**src/rtl/sam_pkg.sv**
```systemverilog
// Shared types, constants and address-translation helpers for the address multiplexer.
package sam_pkg;

  // Default CPU rate divisors in oscillator cycles
  localparam int unsigned FAST_DIVISOR_DEF = 8;
  localparam int unsigned SLOW_DIVISOR_DEF = 16;

  // Item kinds
  typedef enum logic [2:0] {
    REQ_CPU   = 3'd0,
    REQ_VIDEO = 3'd1,
    REQ_HSYNC = 3'd2,
    REQ_FSYNC = 3'd3,
    REQ_LOAD  = 3'd4
  } sam_req_e;

  // Device select codes
  typedef enum logic [2:0] {
    SEL_RAM  = 3'd0,
    SEL_ROM0 = 3'd1,
    SEL_ROM1 = 3'd2,
    SEL_CART = 3'd3,
    SEL_IO0  = 3'd4,
    SEL_IO1  = 3'd5,
    SEL_IO2  = 3'd6,
    SEL_SYS  = 3'd7
  } sam_sel_e;

  // Address map boundaries
  localparam logic [15:0] ADDR_ROM0    = 16'h8000;
  localparam logic [15:0] ADDR_ROM1    = 16'hA000;
  localparam logic [15:0] ADDR_CART    = 16'hC000;
  localparam logic [15:0] ADDR_IO0     = 16'hFF00;
  localparam logic [15:0] ADDR_IO1     = 16'hFF20;
  localparam logic [15:0] ADDR_IO2     = 16'hFF40;
  localparam logic [15:0] ADDR_SYS     = 16'hFF60;
  localparam logic [15:0] ADDR_CTRL_WR = 16'hFFC0;
  localparam logic [15:0] ADDR_VECTOR  = 16'hFFE0;

  // Control register base field mask and RAS fill value
  localparam logic [15:0] BASE_MASK = 16'h03F8;
  localparam logic [15:0] RAS_FILL  = 16'h8080;

  // Row and column translation per memory size
  localparam logic [15:0] ROW_MASK  [4] = '{16'h007F, 16'h007F, 16'h00FF, 16'h00FF};
  localparam logic [1:0]  COL_SHIFT [4] = '{2'd2, 2'd1, 2'd0, 2'd0};
  localparam logic [15:0] COL_MASK  [4] = '{16'h3F00, 16'h7F00, 16'hFF00, 16'hFF00};
  localparam logic [15:0] RAS_BIT   [4] = '{16'h1000, 16'h4000, 16'h0000, 16'h0000};

  typedef struct packed {
    logic [2:0]  req_type;
    logic [15:0] cpu_address;
    logic        read_not_write;
    logic [7:0]  bytes_wanted;
    logic [15:0] load_value;
  } sam_req_t;

  typedef struct packed {
    logic [2:0]  device_select;
    logic [15:0] ram_address;
    logic        is_ram;
    logic [5:0]  cpu_cycles;
    logic [15:0] video_address;
    logic        video_valid;
    logic [7:0]  bytes_granted;
    logic [15:0] control_value;
  } sam_rsp_t;

  // CPU access decode result
  typedef struct packed {
    logic [2:0]  sel;
    logic [15:0] ram_addr;
    logic        is_ram;
    logic [5:0]  cycles;
    logic [15:0] ctrl_next;
    logic        rate_next;
  } sam_cpu_t;

  // Video counter result
  typedef struct packed {
    logic [15:0] vaddr;
    logic        vvalid;
    logic [7:0]  granted;
    logic [15:0] vc_next;
    logic [1:0]  x_next;
    logic [3:0]  y_next;
  } sam_vid_t;

  // Translate a CPU or video address into a multiplexed RAM address
  function automatic logic [15:0] mux_addr(input logic [15:0] a, input logic [1:0] sz);
    logic [15:0] z;
    z = ((a << COL_SHIFT[sz]) & COL_MASK[sz]) | (a & ROW_MASK[sz]);
    if (!sz[1] && ((a & RAS_BIT[sz]) == 16'h0000)) begin
      z = z | RAS_FILL;
    end
    return z;
  endfunction

  function automatic logic [1:0] x_div(input logic [2:0] mode);
    logic [1:0] d;
    case (mode)
      3'd1:    d = 2'd3;
      3'd3:    d = 2'd2;
      default: d = 2'd1;
    endcase
    return d;
  endfunction

  function automatic logic [3:0] y_div(input logic [2:0] mode);
    logic [3:0] d;
    case (mode)
      3'd0:    d = 4'd12;
      3'd2:    d = 4'd3;
      3'd4:    d = 4'd2;
      default: d = 4'd1;
    endcase
    return d;
  endfunction

  function automatic logic [4:0] hs_add(input logic [2:0] mode);
    logic [4:0] n;
    case (mode)
      3'd1, 3'd3, 3'd5: n = 5'd8;
      3'd7:             n = 5'd0;
      default:          n = 5'd16;
    endcase
    return n;
  endfunction

  function automatic logic [15:0] hs_keep(input logic [2:0] mode);
    logic [15:0] k;
    case (mode)
      3'd1, 3'd3, 3'd5: k = 16'hFFF1;
      3'd7:             k = 16'hFFFF;
      default:          k = 16'hFFE1;
    endcase
    return k;
  endfunction

  // Small remainder for the X divider (value up to 4, divisor 1..3)
  function automatic logic [1:0] x_mod(input logic [2:0] v, input logic [1:0] d);
    logic [1:0] r;
    case (d)
      2'd2:    r = {1'b0, v[0]};
      2'd3: begin
        if (v == 3'd3) r = 2'd0;
        else if (v == 3'd4) r = 2'd1;
        else r = v[1:0];
      end
      default: r = 2'd0;
    endcase
    return r;
  endfunction

  // Small remainder for the Y divider (value up to 16, divisor 1, 2, 3 or 12)
  function automatic logic [3:0] y_mod(input logic [4:0] v, input logic [3:0] d);
    logic [4:0] t;
    logic [3:0] r;
    t = v;
    case (d)
      4'd12: begin
        if (t >= 5'd12) t = t - 5'd12;
        r = t[3:0];
      end
      4'd3: begin
        if (t >= 5'd12) t = t - 5'd12;
        if (t >= 5'd6) t = t - 5'd6;
        if (t >= 5'd3) t = t - 5'd3;
        r = t[3:0];
      end
      4'd2:    r = {3'b000, t[0]};
      default: r = 4'd0;
    endcase
    return r;
  endfunction

endpackage

```
**src/rtl/sam_req_if.sv**
```systemverilog
// Request channel interface: valid, ready and one request word.
interface sam_req_if
  import sam_pkg::*;
();
  logic     valid;
  logic     ready;
  sam_req_t data;

  modport source (output valid, output data, input ready);
  modport sink   (input valid, input data, output ready);
endinterface

```
**src/rtl/sam_rsp_if.sv**
```systemverilog
// Result channel interface: valid, ready and one result word.
interface sam_rsp_if
  import sam_pkg::*;
();
  logic     valid;
  logic     ready;
  sam_rsp_t data;

  modport source (output valid, output data, input ready);
  modport sink   (input valid, input data, output ready);
endinterface

```
**src/rtl/sam_cpu_decode.sv**
```systemverilog
// CPU access decoder: device select, RAM address, control bit writes and cycle timing.
module sam_cpu_decode
  import sam_pkg::*;
#(
  parameter int unsigned FAST_DIVISOR = FAST_DIVISOR_DEF,
  parameter int unsigned SLOW_DIVISOR = SLOW_DIVISOR_DEF
) (
  input  logic [15:0] ctrl_i,
  input  logic        rate_fast_i,
  input  logic [15:0] addr_i,
  input  logic        rd_i,
  output sam_cpu_t    res_o
);

  localparam logic [5:0] FAST_CYC     = 6'(FAST_DIVISOR);
  localparam logic [5:0] SLOW_CYC     = 6'(SLOW_DIVISOR);
  localparam logic [5:0] TO_FAST_PEN  = 6'(2 * (FAST_DIVISOR / 2));
  localparam logic [5:0] TO_SLOW_PEN  = 6'(FAST_DIVISOR / 2);

  logic        map1;
  logic        fast;
  logic        ad;
  logic        in_ram;
  logic        fc;
  logic [15:0] bit_sel;
  logic [5:0]  base_cyc;

  assign map1 = ctrl_i[15];
  assign fast = ctrl_i[12];
  assign ad   = !map1 && ctrl_i[11];
  assign in_ram = (addr_i < ADDR_ROM0) || (map1 && (addr_i < ADDR_IO0));
  assign bit_sel = 16'h0001 << addr_i[4:1];

  // Decode select, translate address, apply control bit writes
  always_comb begin
    res_o.ram_addr  = 16'h0000;
    res_o.is_ram    = 1'b0;
    res_o.ctrl_next = ctrl_i;
    fc = fast || ad;
    if (in_ram) begin
      res_o.ram_addr = mux_addr(addr_i, ctrl_i[14:13]);
      if (ctrl_i[14]) begin
        res_o.ram_addr[15] = res_o.ram_addr[15] | ctrl_i[10];
      end
      res_o.is_ram = 1'b1;
      fc = fast;
    end

    if (addr_i < ADDR_ROM0) begin
      res_o.sel = rd_i ? SEL_RAM : SEL_SYS;
    end else if (map1 && rd_i && (addr_i < ADDR_IO0)) begin
      res_o.sel = SEL_RAM;
    end else if (addr_i < ADDR_ROM1) begin
      res_o.sel = SEL_ROM0;
    end else if (addr_i < ADDR_CART) begin
      res_o.sel = SEL_ROM1;
    end else if (addr_i < ADDR_IO0) begin
      res_o.sel = SEL_CART;
    end else if (addr_i < ADDR_IO1) begin
      res_o.sel = SEL_IO0;
      fc = fast;
    end else if (addr_i < ADDR_IO2) begin
      res_o.sel = SEL_IO1;
    end else if (addr_i < ADDR_SYS) begin
      res_o.sel = SEL_IO2;
    end else if (addr_i < ADDR_VECTOR) begin
      res_o.sel = SEL_SYS;
      if (!rd_i && (addr_i >= ADDR_CTRL_WR)) begin
        if (addr_i[0]) res_o.ctrl_next = ctrl_i | bit_sel;
        else res_o.ctrl_next = ctrl_i & ~bit_sel;
      end
    end else begin
      res_o.sel = SEL_ROM1;
    end
  end

  // Time the access, adding a penalty when the rate switches
  always_comb begin
    base_cyc = fc ? FAST_CYC : SLOW_CYC;
    res_o.rate_next = fc;
    if (fc != rate_fast_i) begin
      res_o.cycles = base_cyc + (fc ? TO_FAST_PEN : TO_SLOW_PEN);
    end else begin
      res_o.cycles = base_cyc;
    end
  end

endmodule

```
**src/rtl/sam_video_counter.sv**
```systemverilog
// Video address counter: fetch grant, X/Y divide logic and horizontal sync step.
module sam_video_counter
  import sam_pkg::*;
(
  input  logic [15:0] ctrl_i,
  input  logic [15:0] vc_i,
  input  logic [1:0]  x_i,
  input  logic [3:0]  y_i,
  input  logic [7:0]  want_i,
  input  logic        hsync_i,
  output sam_vid_t    res_o
);

  logic [2:0]  mode;
  logic [3:0]  low;
  logic [8:0]  run_end;
  logic        short_run;
  logic [4:0]  got;
  logic [4:0]  step;
  logic [15:0] nb;
  logic [15:0] diff;
  logic [1:0]  x_adv;
  logic [3:0]  y_adv;
  logic [15:0] adv_vc;
  logic [1:0]  adv_x;
  logic [3:0]  adv_y;

  assign mode      = ctrl_i[2:0];
  assign low       = vc_i[3:0];
  assign run_end   = {5'b00000, low} + {1'b0, want_i};
  assign short_run = run_end < 9'd16;
  assign got       = 5'd16 - {1'b0, low};
  assign step      = hsync_i ? hs_add(mode) : got;
  assign nb        = vc_i + {11'b0, step};
  assign diff      = vc_i ^ nb;
  assign x_adv     = x_mod({1'b0, x_i} + 3'd1, x_div(mode));
  assign y_adv     = y_mod({1'b0, y_i} + 5'd1, y_div(mode));

  // Advance the counter, holding back where the dividers break the run
  always_comb begin
    adv_vc = nb;
    adv_x  = x_i;
    adv_y  = y_i;
    if (diff[4]) begin
      adv_x = x_adv;
      if (x_adv != 2'd0) begin
        adv_vc = nb - 16'h0010;
      end else if (diff[5]) begin
        adv_y = y_adv;
        if (y_adv != 4'd0) begin
          adv_vc = nb - 16'h0020;
        end
      end
    end
  end

  // Select fetch or sync result
  always_comb begin
    res_o.vvalid = !ctrl_i[12];
    res_o.vaddr  = ctrl_i[12] ? 16'h0000 : mux_addr(vc_i, ctrl_i[14:13]);
    if (hsync_i) begin
      res_o.vc_next = adv_vc & hs_keep(mode);
      res_o.x_next  = adv_x;
      res_o.y_next  = adv_y;
      res_o.granted = 8'd0;
    end else if (short_run) begin
      res_o.vc_next = vc_i + {8'b0, want_i};
      res_o.x_next  = x_i;
      res_o.y_next  = y_i;
      res_o.granted = want_i;
    end else begin
      res_o.vc_next = adv_vc;
      res_o.x_next  = adv_x;
      res_o.y_next  = adv_y;
      res_o.granted = {3'b000, got};
    end
  end

endmodule

```
**src/rtl/sam_address_multiplexer.sv**
```systemverilog
// Top level of the address multiplexer and video address counter.
//
//   channel  dir  word       content
//   req_i    in   sam_req_t  cpu access, video fetch, hsync, fsync or register load
//   rsp_o    out  sam_rsp_t  select, RAM/video address, timing, grant, control value
//
// One word is accepted per cycle; its result sits in the output register the
// cycle after acceptance. All decode and counter update is one level of logic
// between the state registers and the output register. req_i.ready drops only
// while the output register is full and rsp_o is stalled. Reset clears the
// control register, the video counter, both dividers, the rate flag and rsp valid.
module sam_address_multiplexer
  import sam_pkg::*;
#(
  parameter int unsigned FAST_DIVISOR = FAST_DIVISOR_DEF,
  parameter int unsigned SLOW_DIVISOR = SLOW_DIVISOR_DEF
) (
  input  logic      clk_i,
  input  logic      rst_ni,
  sam_req_if.sink   req_i,
  sam_rsp_if.source rsp_o
);

  logic [15:0] ctrl_q, ctrl_d;
  logic [15:0] vc_q, vc_d;
  logic [1:0]  x_q, x_d;
  logic [3:0]  y_q, y_d;
  logic        rate_q, rate_d;
  logic        rsp_vld_q, rsp_vld_d;
  sam_rsp_t    rsp_q, rsp_d;
  logic        accept;
  sam_cpu_t    cpu;
  sam_vid_t    vid;

  assign req_i.ready = !rsp_vld_q || rsp_o.ready;
  assign accept      = req_i.valid && req_i.ready;
  assign rsp_o.valid = rsp_vld_q;
  assign rsp_o.data  = rsp_q;

  sam_cpu_decode #(
    .FAST_DIVISOR (FAST_DIVISOR),
    .SLOW_DIVISOR (SLOW_DIVISOR)
  ) u_cpu (
    .ctrl_i      (ctrl_q),
    .rate_fast_i (rate_q),
    .addr_i      (req_i.data.cpu_address),
    .rd_i        (req_i.data.read_not_write),
    .res_o       (cpu)
  );

  sam_video_counter u_vid (
    .ctrl_i  (ctrl_q),
    .vc_i    (vc_q),
    .x_i     (x_q),
    .y_i     (y_q),
    .want_i  (req_i.data.bytes_wanted),
    .hsync_i (req_i.data.req_type == REQ_HSYNC),
    .res_o   (vid)
  );

  // Commit state and build the result word for the accepted item
  always_comb begin
    ctrl_d    = ctrl_q;
    vc_d      = vc_q;
    x_d       = x_q;
    y_d       = y_q;
    rate_d    = rate_q;
    rsp_vld_d = rsp_vld_q;
    rsp_d     = rsp_q;
    if (rsp_vld_q && rsp_o.ready) begin
      rsp_vld_d = 1'b0;
    end
    if (accept) begin
      rsp_vld_d = 1'b1;
      rsp_d     = '0;
      case (req_i.data.req_type)
        REQ_CPU: begin
          ctrl_d              = cpu.ctrl_next;
          rate_d              = cpu.rate_next;
          rsp_d.device_select = cpu.sel;
          rsp_d.ram_address   = cpu.ram_addr;
          rsp_d.is_ram        = cpu.is_ram;
          rsp_d.cpu_cycles    = cpu.cycles;
        end
        REQ_VIDEO: begin
          vc_d                = vid.vc_next;
          x_d                 = vid.x_next;
          y_d                 = vid.y_next;
          rsp_d.video_address = vid.vaddr;
          rsp_d.video_valid   = vid.vvalid;
          rsp_d.bytes_granted = vid.granted;
        end
        REQ_HSYNC: begin
          vc_d = vid.vc_next;
          x_d  = vid.x_next;
          y_d  = vid.y_next;
        end
        REQ_FSYNC: begin
          vc_d = (ctrl_q & BASE_MASK) << 6;
          x_d  = 2'd0;
          y_d  = 4'd0;
        end
        REQ_LOAD: begin
          ctrl_d = req_i.data.load_value;
        end
        default: begin
        end
      endcase
      rsp_d.control_value = ctrl_d;
    end
  end

  // Hold control state
  always_ff @(posedge clk_i or negedge rst_ni) begin
    if (!rst_ni) begin
      ctrl_q    <= 16'h0000;
      vc_q      <= 16'h0000;
      x_q       <= 2'd0;
      y_q       <= 4'd0;
      rate_q    <= 1'b0;
      rsp_vld_q <= 1'b0;
    end else begin
      ctrl_q    <= ctrl_d;
      vc_q      <= vc_d;
      x_q       <= x_d;
      y_q       <= y_d;
      rate_q    <= rate_d;
      rsp_vld_q <= rsp_vld_d;
    end
  end

  // Hold the result word
  always_ff @(posedge clk_i) begin
    rsp_q <= rsp_d;
  end

endmodule

```
**src/flat_wrapper.sv**
```systemverilog
// flat-port wrapper written by rule: the top's interface ports become plain ports
module sam_address_multiplexer_flat import sam_pkg::*;
#(
  parameter int unsigned FAST_DIVISOR = FAST_DIVISOR_DEF,
  parameter int unsigned SLOW_DIVISOR = SLOW_DIVISOR_DEF
)
  (clk_i, rst_ni, req_i_valid, req_i_data, req_i_ready, rsp_o_valid, rsp_o_data, rsp_o_ready);
  sam_req_if req_i_i ();
  sam_rsp_if rsp_o_i ();
  input  logic clk_i;
  input  logic rst_ni;
  input wire logic [$bits(req_i_i.valid)-1:0] req_i_valid;
  input wire logic [$bits(req_i_i.data)-1:0] req_i_data;
  output wire logic [$bits(req_i_i.ready)-1:0] req_i_ready;
  output wire logic [$bits(rsp_o_i.valid)-1:0] rsp_o_valid;
  output wire logic [$bits(rsp_o_i.data)-1:0] rsp_o_data;
  input wire logic [$bits(rsp_o_i.ready)-1:0] rsp_o_ready;
  assign req_i_i.valid = req_i_valid;
  assign req_i_i.data = req_i_data;
  assign req_i_ready = req_i_i.ready;
  assign rsp_o_valid = rsp_o_i.valid;
  assign rsp_o_data = rsp_o_i.data;
  assign rsp_o_i.ready = rsp_o_ready;
  sam_address_multiplexer #(.FAST_DIVISOR(FAST_DIVISOR), .SLOW_DIVISOR(SLOW_DIVISOR)) u_core (.clk_i(clk_i), .rst_ni(rst_ni), .req_i(req_i_i), .rsp_o(rsp_o_i));
endmodule
```
**config.mk**
```make
export PLATFORM = sky130hd
export DESIGN_NAME = sam_address_multiplexer_flat
export DESIGN_NICKNAME = d
export VERILOG_FILES = /design/src/rtl/sam_pkg.sv /design/src/rtl/sam_req_if.sv /design/src/rtl/sam_rsp_if.sv /design/src/rtl/sam_cpu_decode.sv /design/src/rtl/sam_video_counter.sv /design/src/rtl/sam_address_multiplexer.sv /design/src/flat_wrapper.sv
export SDC_FILE = /design/constraint.sdc
export NUM_CORES = 1
export LEC_CHECK = 0
export BUFFER_PORTS_ARGS = -buffer_cell sky130_fd_sc_hd__buf_2
export CORE_ASPECT_RATIO = 0.75
export CORE_UTILIZATION = 35
export DETAILED_ROUTE_END_ITERATION = 12
export HOLD_SLACK_MARGIN = 0.15
export PLACE_DENSITY = 0.64
export REMOVE_ABC_BUFFERS = 1
export SLEW_MARGIN = 20
export SYNTH_ARGS = -nofsm -noshare
export SYNTH_HDL_FRONTEND = slang
export SYNTH_SLANG_ARGS = --single-unit
```
**constraint.sdc**
```tcl
create_clock -name clk_i -period 4.7 [get_ports clk_i]
set_clock_uncertainty 0.05 [all_clocks]
set_input_delay 0.94 -clock clk_i [delete_from_list [all_inputs] [get_ports clk_i]]
set_output_delay 0.94 -clock clk_i [all_outputs]
set_load 0.05 [all_outputs]
```
; ---- After elaboration in Yosys (flattened, before gate mapping)
; Cells that the tools add are included.
[word_totals]
register_bits = 107
in_bits = 48
word_cells = 193
[classes]
n_addsub = 12
n_lt_le_gt_ge = 14
eq_ne = 19
n_shift = 3
muxes = 79
bitwise = 17
reduce_logical = 34
[ops]
columns = op, n
row1 = $mux W16, 25
row2 = $and A16 B16 Y16, 8
row3 = $lt A16 B16 Y1 const B, 8
row4 = $bmux W16 S2, 3
row5 = $pmux W16 S2, 2
row6 = $or A16 B16 Y16, 3
row7 = $logic_not A16 Y1, 2
row8 = $shl A16 B2 Y16, 2
row9 = $mux W3, 10
row10 = $mux W5, 6
row11 = $mux W27, 1
row12 = $pmux W4 S3, 2
row13 = $mux W22, 1
row14 = $mux W4, 5
row15 = $pmux W5 S2, 2
row16 = $add A16 B5 Y16, 1
row17 = $add A16 B8 Y16, 1
row18 = $ge A16 B16 Y1 const B, 1
row19 = $not A16 Y16, 1
row20 = $shl A1 B4 Y16 const A, 1
row21 = $sub A16 B5 Y16 const B, 1
row22 = $sub A16 B6 Y16 const B, 1
row23 = $eq A3 B2 Y1 const B, 5
row24 = $eq A3 B3 Y1 const B, 5
row25 = other kinds (39), 81

; ---- Longest topological paths before layout
[depth]
word_depth = 18
depth_mapped = 20

; ---- Modules after synthesis
; Synthesis repeated with hierarchy kept, for this count alone.
[unflattened]
hier_cells = 901
area_unflattened_um2 = 8137.8
[modules_own_cells]
columns = module, instances, cells_per_inst, area_each_um2, seq_area_each_um2
row1 = sam_address_multiplexer, 1, 333, 4475.5, 3012.9
row2 = sam_video_counter, 1, 450, 2817.7, 0.0
row3 = sam_cpu_decode, 1, 118, 844.6, 0.0

; ---- Worst setup path before layout
; Ideal clock, no wire load.
[synth_timing]
path_type = register -> register
startpoint = register u_core.y_q[0]
endpoint = register u_core.vc_q[7]
setup_time_ns = 0.077
arrival_time_ns = 4.274
t_required_ns = 4.573
setup_slack_ns = 0.299
stages_incl_launch_ff = 21
n_path_buf = 1
synth_period_minus_slack_ns = 4.401
cell_sequence = dfrtp_1 ha_1 buf_2 xor2_1 ha_1 xnor2_1 a32oi_2 o41ai_2 a2111oi_4 xnor2_1 inv_1 ha_1 nor3b_1 a32o_1 nand2_1 a311oi_4 nand4_2 o21a_1 mux2_2 o32a_1 o21ai_1
[synth_between]
elab_chain_cells = 18
[synth_rtl]
columns = element, line
row1 = from (decl), sam_address_multiplexer.sv:27  ; logic [3:0] y_q, y_d;
row2 = from (signal assigned), sam_address_multiplexer.sv:126  ; y_q <= y_d;
row3 = $add A4 B1 Y5 *, sam_video_counter.sv:37  ; assign y_adv = y_mod({1'b0, y_i} + 5'd1, y_div(mode));
row4 = $sub A5 B4 Y5 / $ge A5 B4 Y1 (equally long branches), "sam_pkg.sv:166, sam_pkg.sv:162"
row5 = $mux W5, sam_pkg.sv:162  ; if (t >= 5'd12) t = t - 5'd12;
row6 = $mux W5, sam_pkg.sv:160  ; case (d)
row7 = $sub A5 B3 Y5 / $ge A5 B3 Y1 (equally long branches), sam_pkg.sv:167  ; if (t >= 5'd6) t = t - 5'd6;
row8 = $mux W5, sam_pkg.sv:167
row9 = $mux W5, sam_pkg.sv:160
row10 = $sub A4 B2 Y4 / $ge A5 B2 Y1 (equally long branches), sam_pkg.sv:168  ; if (t >= 5'd3) t = t - 5'd3;
row11 = (+2 left out), -
row12 = $reduce_bool A4 Y1 *, sam_video_counter.sv:50  ; if (y_adv != 4'd0) begin
row13 = $mux W16 *, sam_video_counter.sv:50
row14 = $mux W16 *, sam_video_counter.sv:48  ; end else if (diff[5]) begin
row15 = $mux W16 *, sam_video_counter.sv:46  ; if (x_adv != 2'd0) begin
row16 = $mux W16 *, sam_video_counter.sv:44  ; if (diff[4]) begin
row17 = $mux W27 / $and A16 B16 Y16 (equally long branches), "sam_video_counter.sv:66, sam_video_counter.sv:62"
row18 = $mux W22 *, sam_video_counter.sv:61  ; if (hsync_i) begin
row19 = $pmux W16 S2 *, sam_address_multiplexer.sv:76  ; case (req_i.data.req_type)
row20 = to (signal assigned), sam_address_multiplexer.sv:124  ; vc_q <= vc_d;
row21 = to (decl), sam_address_multiplexer.sv:25  ; logic [15:0] vc_q, vc_d;
; Every way passes the cells marked *; elsewhere a longest branch is shown, timed or not. The select of a mux whose other input is x is not followed.
; A chain may end at the register's enable or synchronous reset.

; ---- Worst setup path after layout
[layout_timing]
startpoint = register u_core.y_q[1]
endpoint = register u_core.vc_q[7]
[layout_between]
elab_chain_cells = 18
[layout_rtl]
columns = element, line
row1 = $add A4 B1 Y5 *, sam_video_counter.sv:37
row2 = $sub A5 B4 Y5 / $ge A5 B4 Y1 (equally long branches), "sam_pkg.sv:166, sam_pkg.sv:162"
row3 = $mux W5 *, sam_pkg.sv:162
row4 = $mux W5, sam_pkg.sv:160
row5 = $sub A5 B3 Y5 / $ge A5 B3 Y1 (equally long branches), sam_pkg.sv:167
row6 = $mux W5, sam_pkg.sv:167
row7 = $mux W5, sam_pkg.sv:160
row8 = $sub A4 B2 Y4 / $ge A5 B2 Y1 (equally long branches), sam_pkg.sv:168
row9 = (+2 left out), -
row10 = $reduce_bool A4 Y1 *, sam_video_counter.sv:50
row11 = $mux W16 *, sam_video_counter.sv:50
row12 = $mux W16 *, sam_video_counter.sv:48
row13 = $mux W16 *, sam_video_counter.sv:46
row14 = $mux W16 *, sam_video_counter.sv:44
row15 = $mux W27 / $and A16 B16 Y16 (equally long branches), "sam_video_counter.sv:66, sam_video_counter.sv:62"
row16 = $mux W22 *, sam_video_counter.sv:61
row17 = $pmux W16 S2 *, sam_address_multiplexer.sv:76
; Marked as above.

==> results.py <==
metrics = {
    "outcome": {
        "status": "complete, no violations",
    },
    "critical_path": {
        "crit_slowest_cell": "dfrtp_2",
        "crit_buf_inv": 1,
        "r2r_slack_ns": 0.26,
        "required_ns": 4.94,
        "startpoint_type": "flop",
        "crit_type": "flop to flop",
        "crit_arrival_ns": 4.68,
        "crit_path_max_incr_delay_ns": 0.45,
        "cp-end-kind": "flop",
        "crit_path_max_fanout": 7,
        "cp.depth": 19,
        "path_cells": "ha_1, xor2_1, ha_2, nor3b_1, a32oi_2, o41ai_2, a2111oi_4, xnor2_2, inv_1, ha_1, nor3b_1, a32o_2, nand2_1, a311oi_4, nand4_4, o21a_1, mux2_2, o32a_1, o21ai_1",
        "reg2reg_depth": 19,
        "cpLargestDelayFamily": "compound AO/OA/AOI/OAI gates",
    },
    "route": {
        "wl_um": 19100,
        "ant_nets": 0,
        "drt_iter0_drc": 514,
        "wire_per_inst_um": 16.8,
        "via_count": 6194,
        "firstDrtPassIters": 5,
        "drcViolationCount": 0,
        "viasPerCell": 5.46,
    },
    "timing": {
        "max_slew_margin_pct": 27.0,
        "fin_crit_ns": 4.44,
        "report.final.slew_viol_count": 0,
        "finalSetupViolations": 0,
        "max_freq_mhz": 225,
        "holdWs_ns": 0.457,
        "tightest_slew_ns": 1.09,
        "hold_viol_final": 0,
        "period_share_pct": 94.5,
    },
    "synthesis": {
        "synth_top_family_by_area": "compound AO/OA/AOI/OAI gates",
        "synth_cells": 775,
        "synth_top_area_cell": "edfxtp_1",
        "synth_area_mm2": 0.00692,
        "ys_seq_area_share_pct": 42.2,
        "synthSimpleGateAreaFrac_pct": 20.0,
        "synth_area_leaders": "edfxtp_1 (28%), dfrtp_1 (14%), a21oi_1 (5.8%), nand2_1 (5.7%), ha_1 (4.0%)",
        "avgSynthCellArea_um2": 8.93,
        "synth_ff_type": "edfxtp_1",
        "synthAdderAreaFrac_pct": 4.27,
        "ys_types": 78,
        "synth_edf_count": 64,
        "ys_warn_count": 0,
        "muxShareOfSynthArea_pct": 2.33,
        "synth_xor_xnor_area_share_pct": 4.56,
        "ys_ff_latch": 104,
        "synth-compound-area-share_pct": 21.9,
        "synth_top_area_share_pct": 27.8,
        "async_flop_share_pct": 38.5,
    },
    "min_path": {
        "worstHoldPathCells": 1,
        "hp-class": "flop to flop",
    },
    "run": {
        "maxCapViolations": 0,
    },
    "clock_tree": {
        "clock_sinks": 104,
        "cts_htree_levels": 3,
        "clk_latency_ns": 0.37,
        "path_clk_slew_ns": 0.07,
        "cts-root-buf": "clkbuf_16",
        "cts_made_buffers": 9,
        "cts_tree": "built",
        "clockBufferDepth": 2,
    },
    "power": {
        "leakagePower_nw": 3.37,
        "ir_drop_mv": 0.272,
        "power_density_mw_per_mm2": 481,
        "p_total_mw": 3.94,
    },
    "global_routing": {
        "grt_pass1_vias": 5428,
        "antenna_found_initial": 0,
        "grt_max_degree": 42,
        "gr-total-overflow": 0,
        "grt.total_usage_pct": 18.7,
        "grt_pass1_wl_um": 29400,
    },
    "floorplanning": {
        "num_rows": 44,
        "core_mm2": 0.0194,
        "initial_core_util_pct": 35.7,
        "fp.dieW_um": 164,
        "die_height_um": 124,
        "io_pins": 117,
        "die_area_mm2": 0.0203,
    },
    "finish": {
        "fin_nets": 947,
        "drive_above_1_share_pct": 20.8,
        "final_cell_count_no_fill": 1134,
        "area_growth_syn_to_layout_pct": 18.1,
        "fill_cells": 1938,
        "antenna_cells": 0,
        "post-route-cell-area_mm2": 0.00818,
        "fin_util_pct": 42.2,
    },
    "place": {
        "place_congestion": 0.989,
        "placed_area_mm2": 0.00776,
        "dp_hpwl_um": 14100,
        "placed_cells": 1116,
        "io_buffers": 113,
    },
}
routing by layer:
layer / vias up / GRT usage (%) / wire (um)
li1: 3021 / - / -
met1: 2937 / 27.8 / 9250
met2: 211 / 27.0 / 8150
met3: 25 / 3.80 / 1370
met4: 0 / 5.45 / 326
met5: - / 0 / 0
through the flow:
step	setup TNS [ns]	worst slack, ns
after floorplan	0	0.169
after global placement	0	0.100
after detailed placement	-0.0600	-0.0600
after CTS	0	0.0240
after global routing	-0.00192	-0.00192
final	0	0.257
synth_stat cells (6+ instances only):
master,count
o21ai_0,40
ha_1,22
and3_1,10
clkbuf_1,40
mux2i_1,15
nand2_1,106
nor2_1,68
a21oi_1,80
dfrtp_1,40
or3_1,6
a211oi_1,11
o22ai_1,23
nor3_1,15
a32o_1,6
nand2b_1,14
edfxtp_1,64
inv_1,26
nor2b_1,11
nand3_1,17
xnor2_1,21
xor2_1,15
and2_1,10
cells by family after synthesis:
family,count (synthesis)
adders and majority gates,23
DFF,104
xor gates and xnor gates,36
and+or+nand+nor,291
muxes,16
other,1
buffers and inverters,77
AOI/OAI and AO/OA,227
final cells by class:
type / count / area [um2] / share of cell area [%]
flip-flops and latches: 104 / 2920 / 35.8
well taps: 253 / 317 / 3.87
repair buffers: 136 / 741 / 9.06
clock buffers: 9 / 225 / 2.75
inverters: 26 / 98.8 / 1.21
multi-input cells: 599 / 3760 / 46.0
clock inverters: 7 / 114 / 1.39
what timing repair did:
| item | 4_1_cts | 5_1_grt |
|---|---|---|
| setup buffers | 0 | 2 |
| setup endpoints to repair | 3 | 10 |
| hold buffers | 0 | 0 |
| pin swaps | 0 | 5 |
| gates resized for setup | 2 | 9 |
report_power, final:
part	switching, mW	internal, mW	total (mW)
combinational	1.05	0.676	1.73
clock	0.373	0.479	0.852
sequential	0.240	1.12	1.36
state kept, by name, indices dropped and copies added (netlist names):
register,count
u_core.rsp_o.data,64
u_core.rsp_o.valid,1
u_core.x_q,2
u_core.y_q,4
u_core.vc_q,16
u_core.rate_q,1
u_core.ctrl_q,16
layout by cell type (no fill, tap or decap), types with 5 or more instances in the layout:
cell	netlist	final
or3_1	6	6
o21bai_1	5	5
nor2_1	68	67
conb_1	1	6
inv_1	26	25
nand2b_1	14	14
nand2_1	106	106
nor3_1	15	15
a32o_1	6	5
nand3_1	17	17
ha_1	22	20
and2_1	10	10
nand4_1	5	5
xnor2_1	21	20
buf_4	5	24
a211oi_1	11	11
clkbuf_16	0	9
xor2_1	15	15
o22ai_1	23	23
a211o_1	5	5
buf_2	3	112
edfxtp_1	64	64
nor3b_1	5	5
nor2b_1	11	11
o21a_1	5	5
o21ai_0	40	40
dfrtp_1	40	39
and3_1	10	10
nor4_1	5	5
mux2i_1	15	15
a21oi_1	80	79
worst paths after layout:
kind                               startpoint        endpoint
worst max-delay path            u_core.y_q[1]  u_core.vc_q[7]
worst min-delay path            u_core.x_q[1]   u_core.x_q[1]
worst max register to register  u_core.y_q[1]  u_core.vc_q[7]
worst min register to register  u_core.x_q[1]   u_core.x_q[1]
max in group asynchronous              rst_ni  u_core.vc_q[7]
min in group asynchronous              rst_ni   u_core.y_q[0]
(Power assumes the default switching activity.)
